[src/hw/rtl/grid_nearest_obstacle_search_unit_defines.svh]
// assertion macros for the nearest obstacle search unit
// used by the top level only, no other dependencies
`ifndef GRID_NEAREST_OBSTACLE_SEARCH_UNIT_DEFINES_SVH
`define GRID_NEAREST_OBSTACLE_SEARCH_UNIT_DEFINES_SVH

// same-cycle implication, checked outside reset
`define GNOS_ASSERT_IMPL(lbl, clk, rstn, ante, cons, msg) \
    lbl: assert property (@(posedge clk) disable iff (!(rstn)) (ante) |-> (cons)) \
        else $error(msg);

// next-cycle implication, checked outside reset
`define GNOS_ASSERT_NEXT(lbl, clk, rstn, ante, cons, msg) \
    lbl: assert property (@(posedge clk) disable iff (!(rstn)) (ante) |=> (cons)) \
        else $error(msg);

`endif

[src/hw/rtl/gnos_pkg.sv]
// shared types and constants of the nearest obstacle search unit
// no dependencies
package gnos_pkg;

    localparam int COLS_MAX   = 64;
    localparam int ROWS_MAX   = 64;
    localparam int RADIUS_MAX = 16;
    localparam int FRAC       = 8;

    localparam int COL_W   = 6;
    localparam int ROW_W   = 6;
    localparam int SIZE_W  = 7;
    localparam int POS_W   = 16;
    localparam int SCALE_W = 16;
    localparam int DIST_W  = 13;
    localparam int CPOS_W  = 14;
    localparam int SQ_W    = 29;
    localparam int ROOT_W  = (SQ_W + 1) / 2;
    localparam int CNT_W   = 4;
    localparam int CFG_IDX_W = 3;
    localparam int CFG_DAT_W = 16;

    localparam logic [1:0] ACT_WRITE = 2'd0;
    localparam logic [1:0] ACT_CLEAR = 2'd1;
    localparam logic [1:0] ACT_QUERY = 2'd2;

    localparam logic [CFG_IDX_W-1:0] REG_GRID_COLS = 3'd0;
    localparam logic [CFG_IDX_W-1:0] REG_GRID_ROWS = 3'd1;
    localparam logic [CFG_IDX_W-1:0] REG_CPU_X     = 3'd2;
    localparam logic [CFG_IDX_W-1:0] REG_CPU_Y     = 3'd3;
    localparam logic [CFG_IDX_W-1:0] REG_MAX_DIST  = 3'd4;

    localparam logic [DIST_W-1:0] RADIUS_CAP = DIST_W'(RADIUS_MAX << FRAC);

    typedef struct packed {
        logic [1:0]         action;
        logic [COL_W-1:0]   cell_col;
        logic [ROW_W-1:0]   cell_row;
        logic               cell_occupied;
        logic [POS_W-1:0]   pos_x;
        logic [POS_W-1:0]   pos_y;
    } in_item_t;

    typedef struct packed {
        logic [DIST_W-1:0]  distance;
        logic               found;
    } out_item_t;

    typedef struct packed {
        logic                 clr;
        logic                 rd_en;
        logic [ROW_W-1:0]     rd_addr;
        logic                 wr_en;
        logic [ROW_W-1:0]     wr_addr;
        logic [COLS_MAX-1:0]  wr_data;
    } mem_req_t;

    typedef struct packed {
        logic              vld;
        logic [CPOS_W-1:0] dy;
    } row_tag_t;

endpackage

[src/hw/rtl/gnos_row_mem.sv]
// occupancy grid store, one grid row per entry, registered read with data in the cycle after the request
// row valid bits give the cleared state; uses gnos_pkg
module gnos_row_mem (
    input  logic                          aclk,
    input  logic                          aresetn,
    input  gnos_pkg::mem_req_t            req,
    output logic [gnos_pkg::COLS_MAX-1:0] rd_data
);

    logic [gnos_pkg::COLS_MAX-1:0] mem [0:gnos_pkg::ROWS_MAX-1];
    logic [gnos_pkg::COLS_MAX-1:0] rd_q_reg;
    logic [gnos_pkg::ROWS_MAX-1:0] vld_reg;
    logic                          rd_vld_reg;

    always_ff @(posedge aclk) begin
        if (req.wr_en) begin
            mem[req.wr_addr] <= req.wr_data;
        end
        if (req.rd_en) begin
            rd_q_reg <= mem[req.rd_addr];
        end
    end

    always_ff @(posedge aclk) begin
        if (!aresetn) begin
            vld_reg    <= '0;
            rd_vld_reg <= 1'b0;
        end else begin
            if (req.clr) begin
                vld_reg <= '0;
            end else if (req.wr_en) begin
                vld_reg[req.wr_addr] <= 1'b1;
            end
            if (req.rd_en) begin
                rd_vld_reg <= vld_reg[req.rd_addr];
            end
        end
    end

    // a row never written since the last clear reads as free
    assign rd_data = rd_vld_reg ? rd_q_reg : '0;

endmodule

[config.mk]
export PLATFORM = sky130hd
export DESIGN_NAME = gnos_row_mem
export DESIGN_NICKNAME = d
export VERILOG_FILES = /design/src/hw/rtl/grid_nearest_obstacle_search_unit_defines.svh /design/src/hw/rtl/gnos_pkg.sv /design/src/hw/rtl/gnos_row_mem.sv
export SDC_FILE = /design/constraint.sdc
export NUM_CORES = 2
export LEC_CHECK = 0
export BUFFER_PORTS_ARGS = -buffer_cell sky130_fd_sc_hd__buf_2
export CORE_UTILIZATION = 25
export CTS_CLUSTER_DIAMETER = 40
export CTS_CLUSTER_SIZE = 16
export DETAILED_ROUTE_END_ITERATION = 8
export PLACE_DENSITY = 0.35
export SYNTH_ARGS = -nofsm -noshare
export SYNTH_HDL_FRONTEND = slang
export SYNTH_SLANG_ARGS = --single-unit
[constraint.sdc]
create_clock -name aclk -period 8.2 [get_ports aclk]
set_input_delay 1.23 -clock aclk [delete_from_list [all_inputs] [get_ports aclk]]
set_output_delay 1.23 -clock aclk [all_outputs]
set_load 0.05 [all_outputs]
Word level (Yosys, flattened, before mapping) --
Memory sizes are Yosys's and may differ from the RTL's. A register that Yosys moved wholly into a read port is not among the register bits. Index checks and enable logic that the tools add are counted.
Storage, ports and cells: register bits 65, RAM bits 4096, output and inout port bits 64, memories 1
Memory list:
- mem | depth 64, bits a word 64, read ports 1, clocked after Yosys merged registers in 1, write ports 1, line gnos_row_mem.sv:10 | logic [gnos_pkg::COLS_MAX-1:0] mem [0:gnos_pkg::ROWS_MAX-1];
Operators by class: order comparisons 3, muxes and demuxes 7, bitwise logic cells 2, reductions and logical operators 2
Operator list (count):
- two-way mux 64 bit | 1
- bitwise OR 64 bit | 1
- < comparator 6 x 7 -> 1 bit (second input constant) | 2
- binary-select mux 1 bit (select 6 bit) | 1
- demux 1 bit (select 6 bit) | 1
- >= comparator 6 x 1 -> 1 bit (second input constant) | 1
- two-way mux 1 bit | 4
- OR reduction 2 bit | 1
- logical AND 1 bit | 1
- inverter 1 bit | 1

Depth between registers and ports, before layout --
depth after elaboration 5, depth in mapped cells 9, mapped depth without buffers 5

Least setup slack after synthesis --
OpenSTA, ideal clock, no wires.
path kind in2reg, start point input port req[70] (netlist name), end point memory mem[40][0] (netlist name) (enable), library setup time 0.567 ns, arrival 6.110 ns, required time 7.633 ns, setup slack 1.523 ns, cell stages on the path 3, path through nor2b_1 > nand3_1 > nor3_1
On the way: cells in the longest elaborated chain, start to end 2
RTL lines:
- start: declaration | line gnos_row_mem.sv:6 | input gnos_pkg::mem_req_t req,
- two-way mux 1 bit | line gnos_row_mem.sv:16 | if (req.wr_en) begin
- two-way mux 1 bit (implied by the code) | line gnos_row_mem.sv:17 | mem[req.wr_addr] <= req.wr_data;
- end: declaration | line gnos_row_mem.sv:10
No other way between the ends.

Worst setup path after layout --
start point register rd_vld_reg, end point output port rd_data[20] (netlist name)
On the way: cells in the longest elaborated chain, start to end 1
RTL lines:
- start: declaration | line gnos_row_mem.sv:13 | logic rd_vld_reg;
- start signal: assignment | line gnos_row_mem.sv:35 | rd_vld_reg <= vld_reg[req.rd_addr];
- two-way mux 64 bit | line gnos_row_mem.sv:41 | assign rd_data = rd_vld_reg ? rd_q_reg : '0;
- end: declaration | line gnos_row_mem.sv:7 | output logic [gnos_pkg::COLS_MAX-1:0] rd_data
No other way between the ends.

==> flow_summary.json <==
{
  "numCtsBuffers": 734,
  "p_leak_nw": 61.7,
  "grt_max_degree": 123,
  "grt_pass1_wl_um": 744000,
  "hold_path.class": "reg2reg",
  "io_buffers": 144,
  "yosys.area.top_type": "edfxtp_1",
  "die-area_um2": 642000,
  "finalWirelength_um": 561000,
  "cp.arrival_ns": 3.58,
  "finalCriticalPeriod_ns": 4.81,
  "slew_violations": 0,
  "synth_area_per_cell_um2": 25.9,
  "total_power_mw": 57.7,
  "end_kind": "output port",
  "synthesis.nets": 6248,
  "coreArea_um2": 636000,
  "track_usage_pct": 17.1,
  "routabilityCongestion": 0.697,
  "ant_nets": 0,
  "cts_sinks": 4225,
  "post_cts_buffers": 0,
  "mostFrequentLayoutCell": "edfxtp_1",
  "final_cell_area_um2": 198000,
  "cts_root_buffer": "clkbuf_16",
  "rows": 293,
  "clock-skew-final_ns": 0.0841,
  "die-height_um": 801,
  "timing.slew.headroom_pct": 3.50,
  "max-vdd-ir-drop_mv": 0.233,
  "ys_seq_elements": 4225,
  "worst_slew_pin_slew_ns": 1.45,
  "h-tree-depth": 6,
  "dp_cells": 14600,
  "placed_cell_area_um2": 172000,
  "ys_warn_count": 0,
  "ios": 145,
  "status": "completed",
  "syn2layout_area_growth_pct": 24.2,
  "path_max_fanout": 39,
  "layout_common_cells": "4160 x edfxtp_1, 1356 x mux4_2, 737 x clkbuf_16",
  "holdWs_ns": 0.456,
  "cts-hold-fix-buffers": 0,
  "drt_iter0_drc": 7238,
  "drt-vias-per-instance": 4.71,
  "die_x_um": 801,
  "fill_cells": 60500,
  "ctsLongestPathBuffers": 4,
  "rsz0062_at_grt": "false",
  "finalNonFillerCells": 16000,
  "worstSetupStartpointType": "register",
  "overflow": 0,
  "layout-drive-gt1-share_pct": 39.8,
  "post_drt_wl_per_cell_um": 35.0,
  "max_freq_mhz": 208,
  "cp.required_ns": 6.97,
  "hold_violations": 0,
  "cap_violations": 0,
  "drc_errors": 0,
  "fin_ws_ns": 3.39,
  "fin_tns_setup_ns": 0,
  "syn_inst": 6167,
  "synth_area_leaders": "edfxtp_1 78%, mux4_2 19%, dfxtp_1 0.81%, clkbuf_1 0.43%, o21a_1 0.30%",
  "worstSetupPathType": "reg2out",
  "power_density_nw_per_um2": 291,
  "initial_core_util_pct": 25.1,
  "dp_slack_ns": 3.30,
  "clkLatencyLatePin_ns": 1.17,
  "holdPathStages": 1,
  "cts_tree": "done",
  "grt_pass1_vias": 79500,
  "num_vias": 75500,
  "final_nets": 7041,
  "synth_top_cell_area_share_pct": 78.2,
  "syn_area_um2": 160000,
  "cts_resized": 0,
  "setup_viol": 0,
  "fin_crit_sh_pct": 58.7,
  "dp_hpwl_um": 281000,
  "r2r_cells": 3,
  "largest_register_ffs": 4096,
  "clkTransAtPathRegs_ns": 0.05,
  "seq_area_frac_synth_pct": 79.0,
  "drt_first_pass_iters": 7,
  "final_util_pct": 31.2,
  "post_synth_num_cell_types": 32,
  "antenna_found_initial": 80
}
worst max-delay path, cell delays in order, from the launching register on:
cell     delay, ns
dfxtp_4       0.82
buf_4         0.66
and2_1        0.52
buf_2         0.35
layer usage:
| layer | track usage, % | wire, um | up-vias |
|---|---|---|---|
| met5 | 0 | 151 | - |
| met2 | 28.7 | 276000 | 2489 |
| met3 | 2.82 | 29400 | 754 |
| li1 | - | - | 29100 |
| met1 | 23.4 | 244000 | 43200 |
| met4 | 3.50 | 10600 | 24 |
cell usage after synthesis, drive strengths merged:
cell type	count
and2	64
a21oi	4
a31oi	1
edfxtp	4160
a22o	2
nor3	4
mux2	2
nor2b	8
nand2	5
or3	1
mux4	1356
mux2i	6
or2	2
a41o	1
nand2b	7
clkbuf	184
nand4	3
o2111ai	1
and3b	3
nor2	63
o311ai	2
nand3b	1
and3	2
o21a	64
nand3	10
o211ai	1
dfxtp	65
buf	143
o31ai	2
cell type report:
cell class	instances	area (um^2)	share of cell area, %
Antenna cell	32	80.1	0.0404
Tap cell	8407	10500	5.30
Multi-Input combinational cell	1615	32600	16.4
Sequential cell	4225	126000	63.6
Clock buffer	811	18800	9.45
Clock inverter	558	7110	3.58
Timing Repair Buffer	384	3110	1.57
final timing paths:
kind          startpoint      endpoint  slack (ns)
max           rd_vld_reg   rd_data[20]        3.39
min          vld_reg[52]   vld_reg[52]        0.46
max reg2reg  mem[24][56]  rd_q_reg[56]        5.91
min reg2reg  vld_reg[52]   vld_reg[52]        0.46
where the power goes:
group          internal (mW)  switching [mW]
clock network           20.1            11.4
registers               24.0          0.0945
logic                  0.838            1.23
total                   44.9            12.8
cell families (layout without fill, tap and decap cells):
group,count (synthesis),in the layout,share of synthesized area [%]
simple gates,173,173,0.566
other cells,0,32,0
buf+inv,327,1753,0.879
mux,1364,1364,19.2
compound gates,78,78,0.365
flops,4225,4225,79.0
Power figures use the tool's default switching activity.
