File: config.mk
export PLATFORM = sky130hd
export DESIGN_NAME = gnos_isqrt
export DESIGN_NICKNAME = d
export VERILOG_FILES = /design/src/hw/rtl/grid_nearest_obstacle_search_unit_defines.svh /design/src/hw/rtl/gnos_pkg.sv /design/src/hw/rtl/gnos_isqrt.sv
export SDC_FILE = /design/constraint.sdc
export NUM_CORES = 1
export LEC_CHECK = 0
export BUFFER_PORTS_ARGS = -buffer_cell sky130_fd_sc_hd__buf_2
export CAP_MARGIN = 10
export CORE_MARGIN = 4
export CORE_UTILIZATION = 35
export CTS_CLUSTER_SIZE = 10
export DETAILED_ROUTE_END_ITERATION = 10
export GPL_TIMING_DRIVEN = 0
export PLACE_DENSITY = 0.5
export SKIP_LAST_GASP = 1
export SYNTH_ARGS = -nofsm -noshare
export SYNTH_HDL_FRONTEND = slang
export SYNTH_SLANG_ARGS = --single-unit
File: constraint.sdc
create_clock -name aclk -period 3.4 [get_ports aclk]
set_input_delay 0.68 -clock aclk [delete_from_list [all_inputs] [get_ports aclk]]
set_output_delay 0.68 -clock aclk [all_outputs]
set_load 0.01 [all_outputs]
File: src/hw/rtl/grid_nearest_obstacle_search_unit_defines.svh
// assertion macros for the nearest obstacle search unit
// used by the top level only, no other dependencies
`ifndef GRID_NEAREST_OBSTACLE_SEARCH_UNIT_DEFINES_SVH
`define GRID_NEAREST_OBSTACLE_SEARCH_UNIT_DEFINES_SVH

// same-cycle implication, checked outside reset
`define GNOS_ASSERT_IMPL(lbl, clk, rstn, ante, cons, msg) \
    lbl: assert property (@(posedge clk) disable iff (!(rstn)) (ante) |-> (cons)) \
        else $error(msg);

// next-cycle implication, checked outside reset
`define GNOS_ASSERT_NEXT(lbl, clk, rstn, ante, cons, msg) \
    lbl: assert property (@(posedge clk) disable iff (!(rstn)) (ante) |=> (cons)) \
        else $error(msg);

`endif

File: src/hw/rtl/gnos_pkg.sv
// shared types and constants of the nearest obstacle search unit
// no dependencies
package gnos_pkg;

    localparam int COLS_MAX   = 64;
    localparam int ROWS_MAX   = 64;
    localparam int RADIUS_MAX = 16;
    localparam int FRAC       = 8;

    localparam int COL_W   = 6;
    localparam int ROW_W   = 6;
    localparam int SIZE_W  = 7;
    localparam int POS_W   = 16;
    localparam int SCALE_W = 16;
    localparam int DIST_W  = 13;
    localparam int CPOS_W  = 14;
    localparam int SQ_W    = 29;
    localparam int ROOT_W  = (SQ_W + 1) / 2;
    localparam int CNT_W   = 4;
    localparam int CFG_IDX_W = 3;
    localparam int CFG_DAT_W = 16;

    localparam logic [1:0] ACT_WRITE = 2'd0;
    localparam logic [1:0] ACT_CLEAR = 2'd1;
    localparam logic [1:0] ACT_QUERY = 2'd2;

    localparam logic [CFG_IDX_W-1:0] REG_GRID_COLS = 3'd0;
    localparam logic [CFG_IDX_W-1:0] REG_GRID_ROWS = 3'd1;
    localparam logic [CFG_IDX_W-1:0] REG_CPU_X     = 3'd2;
    localparam logic [CFG_IDX_W-1:0] REG_CPU_Y     = 3'd3;
    localparam logic [CFG_IDX_W-1:0] REG_MAX_DIST  = 3'd4;

    localparam logic [DIST_W-1:0] RADIUS_CAP = DIST_W'(RADIUS_MAX << FRAC);

    typedef struct packed {
        logic [1:0]         action;
        logic [COL_W-1:0]   cell_col;
        logic [ROW_W-1:0]   cell_row;
        logic               cell_occupied;
        logic [POS_W-1:0]   pos_x;
        logic [POS_W-1:0]   pos_y;
    } in_item_t;

    typedef struct packed {
        logic [DIST_W-1:0]  distance;
        logic               found;
    } out_item_t;

    typedef struct packed {
        logic                 clr;
        logic                 rd_en;
        logic [ROW_W-1:0]     rd_addr;
        logic                 wr_en;
        logic [ROW_W-1:0]     wr_addr;
        logic [COLS_MAX-1:0]  wr_data;
    } mem_req_t;

    typedef struct packed {
        logic              vld;
        logic [CPOS_W-1:0] dy;
    } row_tag_t;

endpackage

File: src/hw/rtl/gnos_isqrt.sv
// floor square root, digit recurrence, one root bit per cycle
// uses gnos_pkg
module gnos_isqrt (
    input  logic                          aclk,
    input  logic                          aresetn,
    input  logic                          start,
    input  logic [gnos_pkg::SQ_W-1:0]     value,
    output logic                          done,
    output logic [gnos_pkg::ROOT_W-1:0]   root
);

    localparam int VW = 2 * gnos_pkg::ROOT_W;
    localparam int RW = gnos_pkg::ROOT_W + 1;

    logic [VW-1:0]                 v_reg;
    logic [RW-1:0]                 rem_reg;
    logic [gnos_pkg::ROOT_W-1:0]   root_reg;
    logic [gnos_pkg::CNT_W-1:0]    cnt_reg;
    logic                          busy_reg, done_reg;
    logic [RW+1:0]                 remx, trial;

    assign remx  = {rem_reg, v_reg[VW-1:VW-2]};
    assign trial = (RW+2)'({root_reg, 2'b01});

    always_ff @(posedge aclk) begin
        if (start) begin
            v_reg    <= VW'(value);
            rem_reg  <= '0;
            root_reg <= '0;
        end else if (busy_reg) begin
            v_reg <= {v_reg[VW-3:0], 2'b00};
            if (remx >= trial) begin
                rem_reg  <= RW'(remx - trial);
                root_reg <= {root_reg[gnos_pkg::ROOT_W-2:0], 1'b1};
            end else begin
                rem_reg  <= RW'(remx);
                root_reg <= {root_reg[gnos_pkg::ROOT_W-2:0], 1'b0};
            end
        end
    end

    always_ff @(posedge aclk) begin
        if (!aresetn) begin
            busy_reg <= 1'b0;
            done_reg <= 1'b0;
            cnt_reg  <= '0;
        end else begin
            done_reg <= 1'b0;
            if (start) begin
                busy_reg <= 1'b1;
                cnt_reg  <= '0;
            end else if (busy_reg) begin
                cnt_reg <= cnt_reg + 1'b1;
                if (cnt_reg == gnos_pkg::CNT_W'(gnos_pkg::ROOT_W - 1)) begin
                    busy_reg <= 1'b0;
                    done_reg <= 1'b1;
                end
            end
        end
    end

    assign done = done_reg;
    assign root = root_reg;

endmodule

; ---- Word-level counts from Yosys, hierarchy flattened
; Cells that the tools add are included.
[totals]
regBits = 67
latchBits = 0
ramBits = 0
romBits = 0
in_bits = 32
output_inout_bits = 16
wordCells = 24
n_memories = 0
[classes]
addsub = 2
n_mul = 0
n_div = 0
magnitude_cmp = 1
eq_ne = 1
shifts = 0
mux = 8
bitwise_logic = 2
n_reduce_logical = 3
[ops]
columns = cell, n
row1 = 2-to-1 mux 29 bit, 2
row2 = greater-or-equal comparator 18 x 17 -> 1 bit, 1
row3 = 2-to-1 mux 16 bit, 1
row4 = subtractor 16 bit, 1
row5 = 2-to-1 mux 1 bit, 5
row6 = adder 4 x 1 -> 4 bit (second input constant), 1
row7 = equality test 4 bit (second input constant), 1
row8 = OR reduction 3 bit, 1
row9 = inverter 1 bit, 2
row10 = nonzero test 2 bit, 1
row11 = OR reduction 2 bit, 1

; ---- Longest topological paths before layout
[logic_depth]
depth_word = 4
mapped_depth = 10
ltp_nobuf = 9

; ---- Least setup slack after synthesis
; No wires, ideal clock.
[synth_path]
kind = register to register
startpoint = reg root_reg (netlist bit root[13])
endpoint = reg rem_reg[13]
setup_time_ns = 0.139
t_arrival_ns = 2.109
required_ns = 3.261
path_slack_ns = 1.151
path_stages_with_launch = 10
n_path_buf = 1
synth_period_minus_slack_ns = 2.249
cell_sequence = dfxtp_1 -> inv_1 -> ha_1 -> a21o_1 -> a211o_1 -> a311oi_2 -> a31oi_4 -> buf_6 -> nand3_1 -> o221ai_1
[synth_between]
elab_chain_cells = 2
[synth_rtl]
columns = item, line
row1 = from (decl), gnos_isqrt.sv:17  ; logic [gnos_pkg::ROOT_W-1:0] root_reg;
row2 = from (signal assigned), gnos_isqrt.sv:34  ; root_reg <= {root_reg[gnos_pkg::ROOT_W-2:0], 1'b1};
row3 = from (signal assigned), gnos_isqrt.sv:37  ; root_reg <= {root_reg[gnos_pkg::ROOT_W-2:0], 1'b0};
row4 = greater-or-equal comparator 18 x 17 -> 1 bit, gnos_isqrt.sv:32  ; if (remx >= trial) begin
row5 = 2-to-1 mux 16 bit, gnos_isqrt.sv:32
row6 = to (signal assigned), gnos_isqrt.sv:33  ; rem_reg <= RW'(remx - trial);
row7 = to (signal assigned), gnos_isqrt.sv:36  ; rem_reg <= RW'(remx);
row8 = to (decl), gnos_isqrt.sv:16  ; logic [RW-1:0] rem_reg;
; Every way passes these cells.
; A chain may end at the register's enable or synchronous reset.

; ---- Worst setup path after layout
; Same ends and word-level chain as after synthesis.

==> impl_metrics.py <==
metrics = {
    "critical_path": {
        "r2r_slack_ps": 940,
        "required_ps": 3610,
        "path_max_fanout": 10,
        "setup.worst_path.start_class": "register",
        "crit_path_top_delay_cell": "dfxtp_1",
        "worstPathArrival_ps": 2660,
        "cp_top_family": "compound AO/OA/AOI/OAI gates",
        "r2r_start": "root[13]$_SDFFE_PP0P_",
        "crit_type": "register to register",
        "critical_path.cell_chain": "inv_1 > ha_1 > a21o_1 > a211o_1 > a311oi_2 > a31oi_4 > buf_6 > nand3_1 > o221ai_1",
        "cpPeakStageDelay_ps": 370,
        "cp_num_buf_inv": 2,
        "r2r-end": "rem_reg[13]$_SDFFE_PP0P_",
        "endpoint_kind": "register",
        "r2r_cells": 9,
    },
    "clock_network": {
        "insertion_delay_ps": 350,
        "cts_tree": "built",
        "h-tree-depth": 3,
        "numCtsBuffers": 9,
        "ctsResizeCount": 0,
        "clock_path_buffers": 2,
        "cts-root-buf": "clkbuf_8",
        "cts_sinks": 67,
        "clk_pin_slew_worst_paths_ps": 80,
        "cts_setup_buffers": 0,
        "hold_buffers": 0,
    },
    "synthesis": {
        "yosysSeqAreaShare": 0.462,
        "synth.most_common_cell": "dfxtp_1",
        "synth_nets": 385,
        "yosysUniqueCellTypes": 42,
        "synth-seq-cells": 67,
        "synth.area.top_cells": "edfxtp_1 (25%), dfxtp_1 (22%), mux2_2 (8.6%)",
        "ys_warn_count": 0,
        "yosys.area.top_type_share": 0.247,
        "syn_area_mm2": 0.00353,
        "synth_ff_type": "dfxtp_1",
        "synth-edff-count": 29,
        "synth_area_per_cell_um2": 10.6,
        "synthCells": 334,
        "synth_async_sr_flop_share": 0,
        "yosys.area.top_type": "edfxtp_1",
        "synth.top_cells.by_count": "dfxtp_1 (38), nor2_1 (37), edfxtp_1 (29), mux2_2 (27), inv_1 (23)",
    },
    "grt": {
        "grtUsageMet3": 0.0406,
        "grt_use_met2": 0.237,
        "use_met1": 0.171,
        "grt_pass1_wl_um": 13000,
        "grt_usage": 0.142,
        "overflow": 0,
        "grt_antenna_before_repair": 0,
        "busiest_layer": "met2",
        "grt_pass1_vias": 2700,
        "grt_max_degree": 30,
    },
    "pwr": {
        "powerDensity_mw_per_mm2": 722,
        "peakVddDrop_mv": 0.303,
        "leakage_uw": 0.00166,
    },
    "sta": {
        "report.final.slew_viol_count": 0,
        "min_period_ps": 2460,
        "rsz0062_at_grt": "false",
        "setup_slack_ps": 944,
        "fin_skew_ps": 11.4,
        "fin_crit_sh": 0.722,
        "finalHoldViolations": 0,
        "fmax_ghz": 0.407,
        "setup-violations-final": 0,
        "relSlewSlack": 0.477,
        "tns_ps": 0,
        "worst_slew_pin_slew_ps": 785,
    },
    "placement": {
        "pre_cts_slack_ps": 749,
        "placedCellCount": 513,
        "gp_congestion": 0.802,
        "dp_hpwl_um": 5540,
        "dpl_cell_area_mm2": 0.00393,
        "numPortBuffers": 46,
    },
    "die": {
        "core_mm2": 0.00977,
        "ioPinCount": 48,
        "fp.dieArea_mm2": 0.0118,
        "die_h_um": 108,
        "row_count": 36,
        "start_util": 0.361,
        "die_x_um": 108,
    },
    "finish": {
        "largest_reg_flops": 30,
        "postLayoutCellArea_mm2": 0.00416,
        "diodes": 0,
        "area_growth_pct": 18.0,
        "nNetsFinal": 443,
        "drive_above_1_share": 0.272,
        "final_cells": 530,
    },
    "worst_hold_path": {
        "hp-class": "register to register",
        "hold_depth": 2,
        "min_to": "rem_reg[14]$_SDFFE_PP0P_",
        "hold_start": "rem_reg[14]$_SDFFE_PP0P_",
    },
    "route": {
        "via_per_inst": 4.89,
        "first_pass_iters": 4,
        "route.detailed.drc": 0,
        "avgRoutedWirePerCell_um": 14.6,
        "drt_iter0_drc": 86,
        "antenna_left": 0,
        "num_vias": 2590,
        "wl_um": 7750,
    },
    "outcome": {
        "status": "complete, no violations",
    },
    "job": {
        "maxCapViolCount": 0,
    },
}
cell usage in the layout, fill, tap and decap left out, types with 9 or more instances in the layout:
cell type and n:
xnor2_1 9, mux2i_1 21, buf_2 46, mux2_2 27
clkbuf_8 9, ha_1 19, dfxtp_1 38, inv_1 23
a21oi_1 14, edfxtp_1 29, nand2_1 22, nor2_1 37
routing by layer:
layer	part of all wire	up-vias	wire (um)
li1	-	1304	-
met1	0.45	1225	3520
met2	0.47	48	3670
met3	0.053	13	407
met4	0.019	0	147
met5	0	-	0
power by group:
group / total [uW] / internal (uW) / switching, uW
clock network: 764 / 418 / 346
registers: 999 / 942 / 57.3
logic: 1240 / 534 / 706
metrics by stage:
| step | power, uW | hold slack (ps) | util |
|---|---|---|---|
| final | 3000 | 498 | 0.426 |
| after global routing | 3200 | 525 | 0.426 |
| after CTS | 3040 | 497 | 0.424 |
| after detailed placement | 2260 | 485 | 0.402 |
| after global placement | 2260 | 479 | 0.402 |
| after floorplan | 2000 | 457 | - |
worst max-delay path by stage:
stage,startpoint,end,slack [ps],depth (start not counted)
6_report,root[13]$_SDFFE_PP0P_,rem_reg[13]$_SDFFE_PP0P_,940,9
3_3_place_gp,start,v_reg[5]$_DFFE_PP_,790,3
3_5_place_dp,busy_reg$_SDFF_PN0_,v_reg[7]$_DFFE_PP_,750,4
2_1_floorplan,root[13]$_SDFFE_PP0P_,rem_reg[13]$_SDFFE_PP0P_,1150,9
5_1_grt,root[9]$_SDFFE_PP0P_,rem_reg[13]$_SDFFE_PP0P_,690,9
4_1_cts,busy_reg$_SDFF_PN0_,v_reg[20]$_DFFE_PP_,740,4
cell families after synthesis:
logic type               after synthesis  synth area share
AO/OA/AOI/OAI                         60             0.129
flip-flops                            67             0.462
XOR/XNOR                              17            0.0422
buffers and inverters                 37            0.0426
multiplexers                          48             0.146
adder cells (fa/ha/maj)               19            0.0674
AND/OR/NAND/NOR                       86             0.110
worst register-to-register path: stages (launching register included):
cell and delay (ps):
dfxtp_1 370, inv_1 70, ha_1 340, a21o_1 170, a211o_1 330, a311oi_2 310, a31oi_4 250, buf_6 230
nand3_1 130, o221ai_1 120
area by class of cell:
| cell class | count | area (um^2) |
|---|---|---|
| plain buffers | 14 | 63.8 |
| clock buffers | 9 | 124 |
| clock inverters | 7 | 98.8 |
| fillers | 979 | 5610 |
| inverters | 23 | 86.3 |
| multi-input cells | 230 | 1750 |
| flip-flops and latches | 67 | 1630 |
| well taps | 133 | 166 |
| repair buffers | 47 | 245 |
No activity file was read; power rests on OpenSTA's default activity.
