$ cat src/hw/rtl/grid_nearest_obstacle_search_unit_defines.svh
// assertion macros for the nearest obstacle search unit
// used by the top level only, no other dependencies
`ifndef GRID_NEAREST_OBSTACLE_SEARCH_UNIT_DEFINES_SVH
`define GRID_NEAREST_OBSTACLE_SEARCH_UNIT_DEFINES_SVH

// same-cycle implication, checked outside reset
`define GNOS_ASSERT_IMPL(lbl, clk, rstn, ante, cons, msg) \
    lbl: assert property (@(posedge clk) disable iff (!(rstn)) (ante) |-> (cons)) \
        else $error(msg);

// next-cycle implication, checked outside reset
`define GNOS_ASSERT_NEXT(lbl, clk, rstn, ante, cons, msg) \
    lbl: assert property (@(posedge clk) disable iff (!(rstn)) (ante) |=> (cons)) \
        else $error(msg);

`endif

$ cat src/hw/rtl/gnos_pkg.sv
// shared types and constants of the nearest obstacle search unit
// no dependencies
package gnos_pkg;

    localparam int COLS_MAX   = 64;
    localparam int ROWS_MAX   = 64;
    localparam int RADIUS_MAX = 16;
    localparam int FRAC       = 8;

    localparam int COL_W   = 6;
    localparam int ROW_W   = 6;
    localparam int SIZE_W  = 7;
    localparam int POS_W   = 16;
    localparam int SCALE_W = 16;
    localparam int DIST_W  = 13;
    localparam int CPOS_W  = 14;
    localparam int SQ_W    = 29;
    localparam int ROOT_W  = (SQ_W + 1) / 2;
    localparam int CNT_W   = 4;
    localparam int CFG_IDX_W = 3;
    localparam int CFG_DAT_W = 16;

    localparam logic [1:0] ACT_WRITE = 2'd0;
    localparam logic [1:0] ACT_CLEAR = 2'd1;
    localparam logic [1:0] ACT_QUERY = 2'd2;

    localparam logic [CFG_IDX_W-1:0] REG_GRID_COLS = 3'd0;
    localparam logic [CFG_IDX_W-1:0] REG_GRID_ROWS = 3'd1;
    localparam logic [CFG_IDX_W-1:0] REG_CPU_X     = 3'd2;
    localparam logic [CFG_IDX_W-1:0] REG_CPU_Y     = 3'd3;
    localparam logic [CFG_IDX_W-1:0] REG_MAX_DIST  = 3'd4;

    localparam logic [DIST_W-1:0] RADIUS_CAP = DIST_W'(RADIUS_MAX << FRAC);

    typedef struct packed {
        logic [1:0]         action;
        logic [COL_W-1:0]   cell_col;
        logic [ROW_W-1:0]   cell_row;
        logic               cell_occupied;
        logic [POS_W-1:0]   pos_x;
        logic [POS_W-1:0]   pos_y;
    } in_item_t;

    typedef struct packed {
        logic [DIST_W-1:0]  distance;
        logic               found;
    } out_item_t;

    typedef struct packed {
        logic                 clr;
        logic                 rd_en;
        logic [ROW_W-1:0]     rd_addr;
        logic                 wr_en;
        logic [ROW_W-1:0]     wr_addr;
        logic [COLS_MAX-1:0]  wr_data;
    } mem_req_t;

    typedef struct packed {
        logic              vld;
        logic [CPOS_W-1:0] dy;
    } row_tag_t;

endpackage

$ cat src/hw/rtl/gnos_row_scan.sv
// per-row nearest cell pipeline: nearest occupied column, squares, running minimum
// uses gnos_pkg
module gnos_row_scan (
    input  logic                            aclk,
    input  logic                            aresetn,
    input  logic                            init,
    input  logic [gnos_pkg::SQ_W-1:0]       init_best,
    input  logic [gnos_pkg::COLS_MAX-1:0]   col_mask,
    input  logic [gnos_pkg::CPOS_W-1:0]     px,
    input  logic [gnos_pkg::COLS_MAX-1:0]   row_bits,
    input  gnos_pkg::row_tag_t              tag,
    output logic [gnos_pkg::SQ_W-1:0]       best,
    output logic                            found,
    output logic                            busy
);

    logic [gnos_pkg::COLS_MAX-1:0] hits;
    logic [gnos_pkg::COL_W-1:0]    pcell;
    logic                          l_ok, r_ok;
    logic [gnos_pkg::COL_W-1:0]    l_idx, r_idx;

    logic                          s1_vld_reg, s2_vld_reg, s3_vld_reg;
    logic                          s1_l_reg, s1_r_reg;
    logic [gnos_pkg::COL_W-1:0]    s1_lidx_reg, s1_ridx_reg;
    logic [gnos_pkg::CPOS_W-1:0]   s1_dy_reg, s2_dy_reg;
    logic                          s2_hit_reg, s3_hit_reg;
    logic [gnos_pkg::CPOS_W-1:0]   s2_dx_reg;
    logic [2*gnos_pkg::CPOS_W-1:0] s3_dxsq_reg, s3_dysq_reg;
    logic [gnos_pkg::CPOS_W-1:0]   dx_l, dx_r, dx_sel;
    logic [gnos_pkg::SQ_W-1:0]     sum;
    logic [gnos_pkg::SQ_W-1:0]     best_reg;
    logic                          found_reg;

    assign hits  = row_bits & col_mask;
    assign pcell = px[gnos_pkg::CPOS_W-1:gnos_pkg::FRAC];

    // nearest occupied column at or left of the point, and right of it
    always_comb begin
        l_ok  = 1'b0;
        r_ok  = 1'b0;
        l_idx = '0;
        r_idx = '0;
        for (int i = 0; i < gnos_pkg::COLS_MAX; i++) begin
            if (hits[i] && gnos_pkg::COL_W'(i) <= pcell) begin
                l_ok  = 1'b1;
                l_idx = gnos_pkg::COL_W'(i);
            end
        end
        for (int i = gnos_pkg::COLS_MAX - 1; i >= 0; i--) begin
            if (hits[i] && gnos_pkg::COL_W'(i) > pcell) begin
                r_ok  = 1'b1;
                r_idx = gnos_pkg::COL_W'(i);
            end
        end
    end

    assign dx_l = px - {s1_lidx_reg, gnos_pkg::FRAC'(0)};
    assign dx_r = {s1_ridx_reg, gnos_pkg::FRAC'(0)} - px;

    always_comb begin
        if (s1_l_reg && s1_r_reg) begin
            dx_sel = (dx_l <= dx_r) ? dx_l : dx_r;
        end else if (s1_l_reg) begin
            dx_sel = dx_l;
        end else begin
            dx_sel = dx_r;
        end
    end

    assign sum = gnos_pkg::SQ_W'(s3_dxsq_reg) + gnos_pkg::SQ_W'(s3_dysq_reg);

    always_ff @(posedge aclk) begin
        s1_l_reg    <= l_ok;
        s1_r_reg    <= r_ok;
        s1_lidx_reg <= l_idx;
        s1_ridx_reg <= r_idx;
        s1_dy_reg   <= tag.dy;
        s2_hit_reg  <= s1_l_reg | s1_r_reg;
        s2_dx_reg   <= dx_sel;
        s2_dy_reg   <= s1_dy_reg;
        s3_hit_reg  <= s2_hit_reg;
        s3_dxsq_reg <= s2_dx_reg * s2_dx_reg;
        s3_dysq_reg <= s2_dy_reg * s2_dy_reg;
    end

    always_ff @(posedge aclk) begin
        if (!aresetn) begin
            s1_vld_reg <= 1'b0;
            s2_vld_reg <= 1'b0;
            s3_vld_reg <= 1'b0;
            best_reg   <= '0;
            found_reg  <= 1'b0;
        end else begin
            s1_vld_reg <= tag.vld;
            s2_vld_reg <= s1_vld_reg;
            s3_vld_reg <= s2_vld_reg;
            if (init) begin
                best_reg  <= init_best;
                found_reg <= 1'b0;
            end else if (s3_vld_reg && s3_hit_reg && sum < best_reg) begin
                best_reg  <= sum;
                found_reg <= 1'b1;
            end
        end
    end

    assign best  = best_reg;
    assign found = found_reg;
    assign busy  = s1_vld_reg | s2_vld_reg | s3_vld_reg;

endmodule

$ cat config.mk
export PLATFORM = sky130hd
export DESIGN_NAME = gnos_row_scan
export DESIGN_NICKNAME = d
export VERILOG_FILES = /design/src/hw/rtl/grid_nearest_obstacle_search_unit_defines.svh /design/src/hw/rtl/gnos_pkg.sv /design/src/hw/rtl/gnos_row_scan.sv
export SDC_FILE = /design/constraint.sdc
export NUM_CORES = 1
export LEC_CHECK = 0
export BUFFER_PORTS_ARGS = -buffer_cell sky130_fd_sc_hd__buf_2
export CAP_MARGIN = 25
export CORE_UTILIZATION = 29
export DETAILED_ROUTE_END_ITERATION = 8
export PLACE_DENSITY = 0.52
export RECOVER_POWER = 50
export SETUP_SLACK_MARGIN = 0.15
export SLEW_MARGIN = 10
export SYNTH_ARGS = -nofsm -noshare
export SYNTH_HDL_FRONTEND = slang
export SYNTH_SLANG_ARGS = --single-unit
$ cat constraint.sdc
create_clock -name aclk -period 11.7 [get_ports aclk]
set_input_delay 1.17 -clock aclk [delete_from_list [all_inputs] [get_ports aclk]]
set_output_delay 1.17 -clock aclk [all_outputs]
set_load 0.02 [all_outputs]
; ---- Yosys cells after proc, flatten, opt, wreduce, memory -nomap -nowiden
; Index checks and enable logic that the tools add are counted.
[classes]
n_addsub = 3
multipliers = 2
n_div = 0
order_cmp = 130
n_eq_ne = 0
shift = 0
mux = 132
bitwise_logic = 5
reduce_logical = 145
[ops]
columns = operator, n
row1 = $mux W6, 62
row2 = $gt A6 B6 Y1 const A, 32
row3 = $le A6 B6 Y1 const A, 32
row4 = $mux W5, 32
row5 = $logic_and A1 B1 Y1, 131
row6 = $reduce_or A63 Y1, 2
row7 = $gt A5 B6 Y1 const A, 16
row8 = $le A5 B6 Y1 const A, 16
row9 = $and A64 B64 Y64, 1
row10 = $mux W4, 16
row11 = $reduce_or A32 Y1, 2
row12 = $mux W29, 2
row13 = $mul A14 B14 Y28, 2
row14 = $gt A4 B6 Y1 const A, 8
row15 = $le A4 B6 Y1 const A, 8
row16 = $mux W14, 3
row17 = $reduce_or A16 Y1, 2
row18 = $add A28 B28 Y29, 1
row19 = $lt A29 B29 Y1, 1
row20 = $sub A14 B14 Y14, 2
row21 = $gt A3 B6 Y1 const A, 4
row22 = $le A3 B6 Y1 const A, 4
row23 = $mux W3, 8
row24 = $reduce_or A8 Y1, 2
row25 = other kinds (12), 28
[word_totals]
regBits = 147
latchBits = 0
ramBits = 0
rom_bits = 0
inputBits = 189
out_inout_bits = 31
elab_cells = 443
mem_count = 0

; ---- Depth between registers and ports, before layout
; Gate-level depths: netlist (run 1).
[logic_depth]
word_depth = 65
depth_mapped = 23
ltp_nobuf = 22

; ---- Worst setup path before layout (run 1)
; Ideal clock, no wire load.
[synth_path]
kind = register -> register
from = register s2_dy_reg[0] (netlist bit)
to = register s3_dysq_reg[27] (netlist bit)
setup_ps = 126
arrival_time_ps = 5889
required_time_ps = 11574
path_slack_ps = 5685
stages_incl_launch_ff = 22
path_buffers = 1
period_less_slack_ps = 6015
path_cell_list = dfxtp_1 clkbuf_1 and2_1 fa_1 inv_1 fa_1 inv_1 fa_1 inv_1 fa_1 inv_1 fa_1 fa_1 ha_1 o211a_1 a221oi_1 nor2_1 a221oi_1 a21oi_1 a21o_1 a311oi_1 xnor2_1
[synth_via]
elab_chain_cells = 1
[synth_rtl]
columns = element, line_no
row1 = start: declaration, gnos_row_scan.sv:25  ; logic [gnos_pkg::CPOS_W-1:0] s1_dy_reg, s2_dy_reg;
row2 = start signal: assignment, gnos_row_scan.sv:80  ; s2_dy_reg <= s1_dy_reg;
row3 = $mul A14 B14 Y28, gnos_row_scan.sv:83  ; s3_dysq_reg <= s2_dy_reg * s2_dy_reg;
row4 = end signal: assignment, gnos_row_scan.sv:83
row5 = end: declaration, gnos_row_scan.sv:28  ; logic [2*gnos_pkg::CPOS_W-1:0] s3_dxsq_reg, s3_dysq_reg;
; Every way passes these cells.
; A chain may end at the register's enable or synchronous reset.

; ---- Worst setup path after layout (run 1)
[layout_path]
from = register s2_dy_reg[2] (netlist bit)
to = register s3_dysq_reg[27] (netlist bit)
; Same word-level chain as after synthesis.

==> results of run 1 <==
## path summary, 6_finish.rpt
path                start         endpoint  slack (ns)  cells past startpoint
min            s2_hit_reg       s3_hit_reg        0.33                      0
max reg2reg  s2_dy_reg[2]  s3_dysq_reg[27]        5.00                     22
min reg2reg    s2_hit_reg       s3_hit_reg        0.33                      0
max          s2_dy_reg[2]  s3_dysq_reg[27]        5.00                     22
## cells by family (layout without fill, tap and decap cells)
group,count (synthesis),count (layout),share of synthesized area
other,0,2,0
adders and majority gates,481,481,0.386
buffers and inverters,364,545,0.0687
and+or+nand+nor,723,723,0.180
AOI/OAI and AO/OA,521,521,0.164
DFF,145,145,0.144
muxes,25,25,0.0127
xor gates and xnor gates,100,100,0.0435
## metrics by stage
step	setup WS (ns)	hold slack, ns	instances	util
global placement	5.24	0.313	3437	0.323
detailed placement	5.05	0.312	3438	0.323
global route	4.55	0.331	3472	0.331
CTS	5.05	0.329	3470	0.331
floorplan	5.68	0.310	2359	-
finish	5.00	0.327	3473	0.331
## per-layer routing
layer | GRT usage | vias up
li1 | - | 8350
met1 | 0.212 | 8451
met2 | 0.305 | 583
met3 | 0.0232 | 104
met4 | 0.0767 | 6
met5 | 0 | -
## worst max-delay path, delay by kind of cell, from the launching register on
| family | cells | cell delay [ns] |
|---|---|---|
| AO/OA/AOI/OAI | 6 | 1.64 |
| XOR/XNOR | 1 | 0.11 |
| adder cells (fa/ha/maj) | 7 | 3.05 |
| buffers and inverters | 5 | 0.46 |
| flip-flops | 1 | 0.68 |
| AND/OR/NAND/NOR | 3 | 0.63 |
## final cells by class
| type | instances | area (sq um) | area share |
|---|---|---|---|
| multi-input cells | 1850 | 15800 | 0.698 |
| flip-flops and latches | 145 | 2900 | 0.128 |
| well taps | 931 | 1160 | 0.0513 |
| repair buffers | 228 | 1130 | 0.0496 |
| inverters | 285 | 1070 | 0.0471 |
| clock buffers | 17 | 425 | 0.0187 |
| clock inverters | 15 | 165 | 0.00728 |
| diodes | 2 | 5.00 | 0.000221 |
## Yosys cell counts, types with 26 or more instances
cell,instances
a21oi_1,151
o21ai_0,128
nor2b_1,26
nand2_1,198
clkbuf_1,63
inv_1,284
xor2_1,27
nor2_1,141
fa_1,234
and2_1,138
xnor2_1,73
nand3_1,71
a31oi_1,27
nor3_1,35
ha_1,246
a21o_1,50
dfxtp_1,145
==> flow_summary.ini, run 1 <==
[cts]
clk_pin_slew_worst_paths_ns = 0.07
cts_buffers = 17
cts_max_path_buffers = 2
cts_root_buf = clkbuf_16
post_cts_buffers = 0
htree_levels = 4
cts_tree = built
hold_buffers = 0
clk_latency_ns = 0.47
cts_resized = 0
clkSinkCount = 145

[critical_path]
crit_path_cell_trace = inv_1 > nor2_1 > fa_1 > inv_1 > fa_1 > fa_1 > inv_1 > ha_1 > inv_1 > fa_1 > inv_1 > fa_1 > ha_1 > a21oi_1 > nand3_1 > o2111ai_1 > nand2_1 > a221oi_1 > a21oi_1 > a21o_1 > a311oi_1 > xnor2_1
cp.required_ns = 12.05
cp_max_fo = 15
slowest_stage = dfxtp_1
slowest_delay_ns = 0.68
timing.critical_path.from_type = flop
arrival_ns = 7.05
crit_type = flop to flop
end_kind = flop

[yosys]
synthesis.yosys.warnings = 0
async_flop_share = 0
avgSynthCellArea_sq_um = 8.53
synth_nets = 3028
ys_types = 80
synth_top_cell_by_area = fa_1
synth_seq_cells = 145
ys_top_cells_by_area = fa_1 23%, ha_1 15%, dfxtp_1 14%, inv_1 5.3%, and2_1 4.3%
syn_area_sq_um = 20100
syn_inst = 2359
synth-seq-area-share = 0.144
synth_flop_cell = dfxtp_1
synth_edf_count = 0
yosysTopAreaCellShare = 0.233

[finish]
stdcell_area_sq_um = 22700
drive_above_1_share = 0.103
largest_reg_flops = 29
fin_nets = 3196
syn_to_final_growth_pct = 12.8
mostFrequentLayoutCells = 284 x inv_1, 246 x ha_1, 234 x fa_1
fillers = 7232
final_common_cell = inv_1

[die]
dieArea_sq_um = 70400
die_x_microns = 265
rows = 96
start_util = 0.293
die_h_microns = 265
core-area_sq_um = 68600
pin_count = 220

[status]
violations = capacitance limit, slew limit
status = finished with violations

[route]
dr.pass1.iters = 8
ant_nets = 0
wl_met2_microns = 29200
route.met3.wl_microns = 3010
vias_per_cell = 5.04
totalWireLength_microns = 60200
drc = 0
vias = 17500
top_layer_used = met5
met1_length_microns = 25400
drtIter0Drc = 944
wire_per_inst_microns = 17.3

[place]
io_buffers = 219
post-dp-hpwl_microns = 50400
gp_congestion = 0.928
place_area_sq_um = 22100

[grt]
grt_antenna_before_repair = 5
track_usage = 0.174
grt_pass1_vias = 18100
grt_max_degree = 68
grt_pass1_wl_microns = 95900
overflow = 0

[timing]
period_share = 0.573
fin_skew_ns = 0.0133
finalHoldViolations = 0
slew_headroom = -1.03
min_period_ns = 6.70
slew_viol_final = 102
tns_ns = 0
rsz0062_at_grt = false
max_freq_mhz = 149
setup_viol = 0
tightest_slew_ns = 3.04

[run]
drv_cap = 2

[min_path]
hold_class = flop to flop
Power of run 1 is left out: the tool's default activity adds up to more than one toggle a clock period on the data nets, which glitch-free logic cannot reach.
==> run 2: changes to the inputs <==
==> constraint.sdc (replaced) <==
create_clock -name aclk -period 6.5 [get_ports aclk]
set_input_delay 0.65 -clock aclk [delete_from_list [all_inputs] [get_ports aclk]]
set_output_delay 0.65 -clock aclk [all_outputs]
set_load 0.02 [all_outputs]
==> flow_summary.ini, run 2 (synthesized netlist as in run 1, its figures left out) <==
[cts]
cts_max_path_buffers = 2
htree_levels = 4
cts_root_buf = clkbuf_16
clkSinkCount = 145
clk_latency_ns = 0.45
hold_buffers = 0
clk_pin_slew_worst_paths_ns = 0.06
cts_resized = 0
cts_tree = built
cts_buffers = 17
post_cts_buffers = 0

[timing]
rsz0062_at_grt = true
finalHoldViolations = 0
max_freq_mhz = 164
slew_headroom = -0.640
tns_ns = 0
period_share = 0.939
setup_viol = 0
fin_hold_ws_ns = 0.293
fin_skew_ns = 0.0106
min_period_ns = 6.11
tightest_slew_ns = 2.46
slew_viol_final = 85

[finish]
syn_to_final_growth_pct = 14.1
largest_reg_flops = 29
final_common_cell = inv_1
fillers = 7174
drive_above_1_share = 0.116
mostFrequentLayoutCells = 284 x inv_1, 246 x ha_1, 234 x fa_1
fin_nets = 3224
n_antenna_cell = 0
finalNonFillerCells = 3497

[min_path]
hold_end = s1_dy_reg[3]
min_from = tag[3]
hold-path-cell-count = 1
hold_class = primary input to flop

[route]
totalWireLength_microns = 61300
ant_nets = 0
wire_per_inst_microns = 17.5
vias = 17700
drtIter0Drc = 1018
drc = 0
dr.pass1.iters = 5
vias_per_cell = 5.06

[die]
die_h_microns = 265
die_x_microns = 265
pin_count = 220
rows = 96
core-area_sq_um = 68600
start_util = 0.293
dieArea_sq_um = 70400

[critical_path]
cp.required_ns = 6.84
r2r_slack_ns = 0.39
arrival_ns = 6.44
end_kind = flop
timing.critical_path.from_type = flop
r2r_cells = 22
r2r-start = s2_dy_reg[13]
cp_max_fo = 8
r2r-end = s3_dysq_reg[27]
crit_type = flop to flop

[grt]
overflow = 0
grt_max_degree = 57
grt_antenna_before_repair = 6
grt_pass1_vias = 18600
grt_pass1_wl_microns = 97600
track_usage = 0.177

[place]
gp_congestion = 0.938
io_buffers = 219
post-dp-hpwl_microns = 51900
placed_cells = 3467

[status]
violations = capacitance limit, slew limit
status = finished with violations

[run]
drv_cap = 2
[run 2: critical path, stage by stage, from the launching register on]
cell      delay (ns)
dfxtp_1         0.38
and2_2          0.26
fa_1            0.54
inv_1           0.06
fa_1            0.53
inv_1           0.06
fa_1            0.53
inv_1           0.05
fa_1            0.53
inv_1           0.05
fa_1            0.49
fa_1            0.40
ha_1            0.34
and3_1          0.24
o211a_1         0.17
a221oi_2        0.25
nor2_1          0.09
a221oi_2        0.20
buf_4           0.16
a21oi_1         0.06
a21o_1          0.22
a311oi_2        0.27
xnor2_1         0.10
[run 2: how the worst max path moves through the flow]
stage	from	depth (start not counted)	slack, ns	end
2_1_floorplan	s2_dy_reg[0]	21	0.48	s3_dysq_reg[27]
3_3_place_gp	s2_dy_reg[13]	22	0.29	s3_dysq_reg[27]
3_5_place_dp	s2_dy_reg[7]	20	0.17	s3_dysq_reg[26]
4_1_cts	s2_dy_reg[7]	20	0.15	s3_dysq_reg[26]
5_1_grt	s2_dy_reg[13]	22	0.05	s3_dysq_reg[27]
6_report	s2_dy_reg[13]	22	0.39	s3_dysq_reg[27]
[run 2: cell type report]
cell class	instances	area [sq um]	area share
clock inverters	9	133	0.00578
clock buffers	21	470	0.0205
repair buffers	256	1320	0.0576
flip-flops and latches	145	2910	0.127
inverters	285	1070	0.0466
well taps	931	1160	0.0508
multi-input cells	1850	15900	0.692
[run 2: per-stage QoR]
step	setup slack [ns]	cell area [sq um]	utilization
after floorplan	0.485	20100	-
after global placement	0.294	22400	0.326
after detailed placement	0.166	22400	0.326
after CTS	0.152	23000	0.335
after global routing	0.0540	23000	0.335
final	0.394	23000	0.335
[run 2: routing by layer]
layer | track usage | part of all wire
met1 | 0.220 | 0.42
met2 | 0.302 | 0.47
met3 | 0.0281 | 0.059
met4 | 0.0755 | 0.041
met5 | 0 | 0.0013
Power of run 2 is left out for the same reason.
==> run 3: changes to the inputs <==
--- a/config.mk
+++ b/config.mk
@@ -8,9 +8,11 @@
 export BUFFER_PORTS_ARGS = -buffer_cell sky130_fd_sc_hd__buf_2
 export CAP_MARGIN = 25
 export CORE_UTILIZATION = 29
+export CTS_CLUSTER_DIAMETER = 50
 export DETAILED_ROUTE_END_ITERATION = 8
-export PLACE_DENSITY = 0.52
+export PLACE_DENSITY = 0.54
 export RECOVER_POWER = 50
+export REMOVE_ABC_BUFFERS = 1
 export SETUP_SLACK_MARGIN = 0.15
 export SLEW_MARGIN = 10
 export SYNTH_ARGS = -nofsm -noshare
==> constraint.sdc (replaced) <==
create_clock -name aclk -period 4.9 [get_ports aclk]
set_input_delay 0.49 -clock aclk [delete_from_list [all_inputs] [get_ports aclk]]
set_output_delay 0.49 -clock aclk [all_outputs]
set_load 0.02 [all_outputs]
==> flow_summary.ini, run 3 (synthesized netlist as in run 1, its figures left out) <==
[min_path]
hold_class = primary input to flop

[place]
gp_congestion = 0.948
dpl_worst_slack_ns = -1.10
io_buffers = 219
post-dp-hpwl_microns = 48500

[route]
drc = 0
vias = 18200
totalWireLength_microns = 58800
drtIter0Drc = 1026
vias_per_cell = 4.79
dr.pass1.iters = 6
wire_per_inst_microns = 15.5
ant_nets = 0

[cts]
htree_levels = 4
clk_pin_slew_worst_paths_ns = 0.07
clkSinkCount = 145
cts_buffers = 17
cts_root_buf = clkbuf_16
hold_buffers = 0
cts_max_path_buffers = 2
cts_tree = built
clk_latency_ns = 0.47

[grt]
grt_max_degree = 41
grt_pass1_vias = 18400
grtUsageMet3 = 0.0206
gr-usage-met1 = 0.222
track_usage = 0.169
grt_util_met2 = 0.287
grt_pass1_wl_microns = 94700
grt_antenna_before_repair = 0
busiest_layer = met2
overflow = 0

[die]
core-area_sq_um = 68600
rows = 96
start_util = 0.293
dieArea_sq_um = 70400
die_h_microns = 265
die_x_microns = 265
pin_count = 220

[timing]
rsz0062_at_grt = true
slew_viol_final = 0
finalHoldViolations = 0
min_period_ns = 5.69
tns_ns = -14.64
slew_headroom = 0.0598
fin_hold_ws_ns = 0.120
fin_skew_ns = 0.0150
setup_ws_ns = -0.793
period_share = 1.16
max_freq_mhz = 176
setup_viol = 33
tightest_slew_ns = 1.41

[finish]
drive_above_1_share = 0.275
syn_to_final_growth_pct = 31.4
largest_reg_flops = 29
mostFrequentLayoutCells = 273 x buf_4, 262 x inv_1, 220 x ha_1
final_common_cell = buf_4
fin_nets = 3523
fillers = 6998

[critical_path]
end_kind = flop
cp.required_ns = 5.26
crit_type = flop to flop
cp_max_fo = 6
arrival_ns = 6.05
timing.critical_path.from_type = flop

[status]
status = finished with violations
violations = setup timing

[run]
drv_cap = 0
==> run 3: changes by cell type in the layout (fill, tap and decap cells not counted), moves of 18 or more <==
| cell | previous run | this run |
|---|---|---|
| a21oi_1 | 151 | 127 |
| a21oi_2 | 0 | 18 |
| and2_1 | 135 | 111 |
| and2_4 | 0 | 25 |
| buf_4 | 30 | 273 |
| buf_6 | 0 | 51 |
| fa_1 | 234 | 216 |
| fa_2 | 0 | 18 |
| ha_1 | 246 | 220 |
| ha_4 | 0 | 25 |
| inv_1 | 284 | 262 |
| inv_2 | 0 | 20 |
==> run 3: final timing paths <==
check,to,depth (start not counted),startpoint,slack [ns]
setup / recovery,s3_dysq_reg[27],18,s2_dy_reg[8],-0.79
hold / removal,s1_dy_reg[2],1,tag[2],0.12
setup reg to reg,s3_dysq_reg[27],18,s2_dy_reg[8],-0.79
hold reg to reg,s2_dy_reg[5],0,s1_dy_reg[5],0.32
==> run 3: layer usage <==
metal / wire length [microns] / up-vias
met5: 0 / -
met4: 1380 / 0
met3: 2140 / 76
met2: 28200 / 425
met1: 27000 / 8667
li1: - / 9021
==> run 3: critical path: stages, from the launching register on <==
cell      delay (ns)
dfxtp_4         0.36
buf_6           0.13
and2_4          0.15
fa_2            0.47
fa_2            0.59
fa_1            0.45
fa_1            0.56
fa_1            0.43
fa_1            0.47
ha_1            0.32
a211o_1         0.30
a221oi_2        0.29
nor2_1          0.09
a221oi_2        0.18
buf_4           0.17
a21oi_2         0.05
a21o_1          0.22
a311oi_2        0.26
xnor2_1         0.10
==> run 3: timing repair <==
item	in CTS	in global routing
pin swaps	147	98
buffers inserted	33	21
endpoints found under the setup margin	57	67
resized for setup	220	100
gates cloned	0	3
==> run 3: area by class of cell <==
| class | instances | area [sq um] | area share |
|---|---|---|---|
| repair buffers | 555 | 3870 | 0.146 |
| multi-input cells | 1850 | 16800 | 0.636 |
| clock buffers | 21 | 450 | 0.0170 |
| well taps | 931 | 1160 | 0.0440 |
| inverters | 285 | 1070 | 0.0406 |
| flip-flops and latches | 145 | 2960 | 0.112 |
| diodes | 1 | 2.50 | 0.0000946 |
| clock inverters | 11 | 108 | 0.00407 |
==> run 3: metrics by stage <==
step / std cells / area (sq um) / util
4_1_cts: 3774 / 26000 / 0.379
3_3_place_gp: 3709 / 24200 / 0.353
6_report: 3799 / 26400 / 0.386
5_1_grt: 3798 / 26400 / 0.386
3_5_place_dp: 3709 / 24200 / 0.353
2_1_floorplan: 2280 / 19800 / -
Power of run 3 is left out for the same reason.
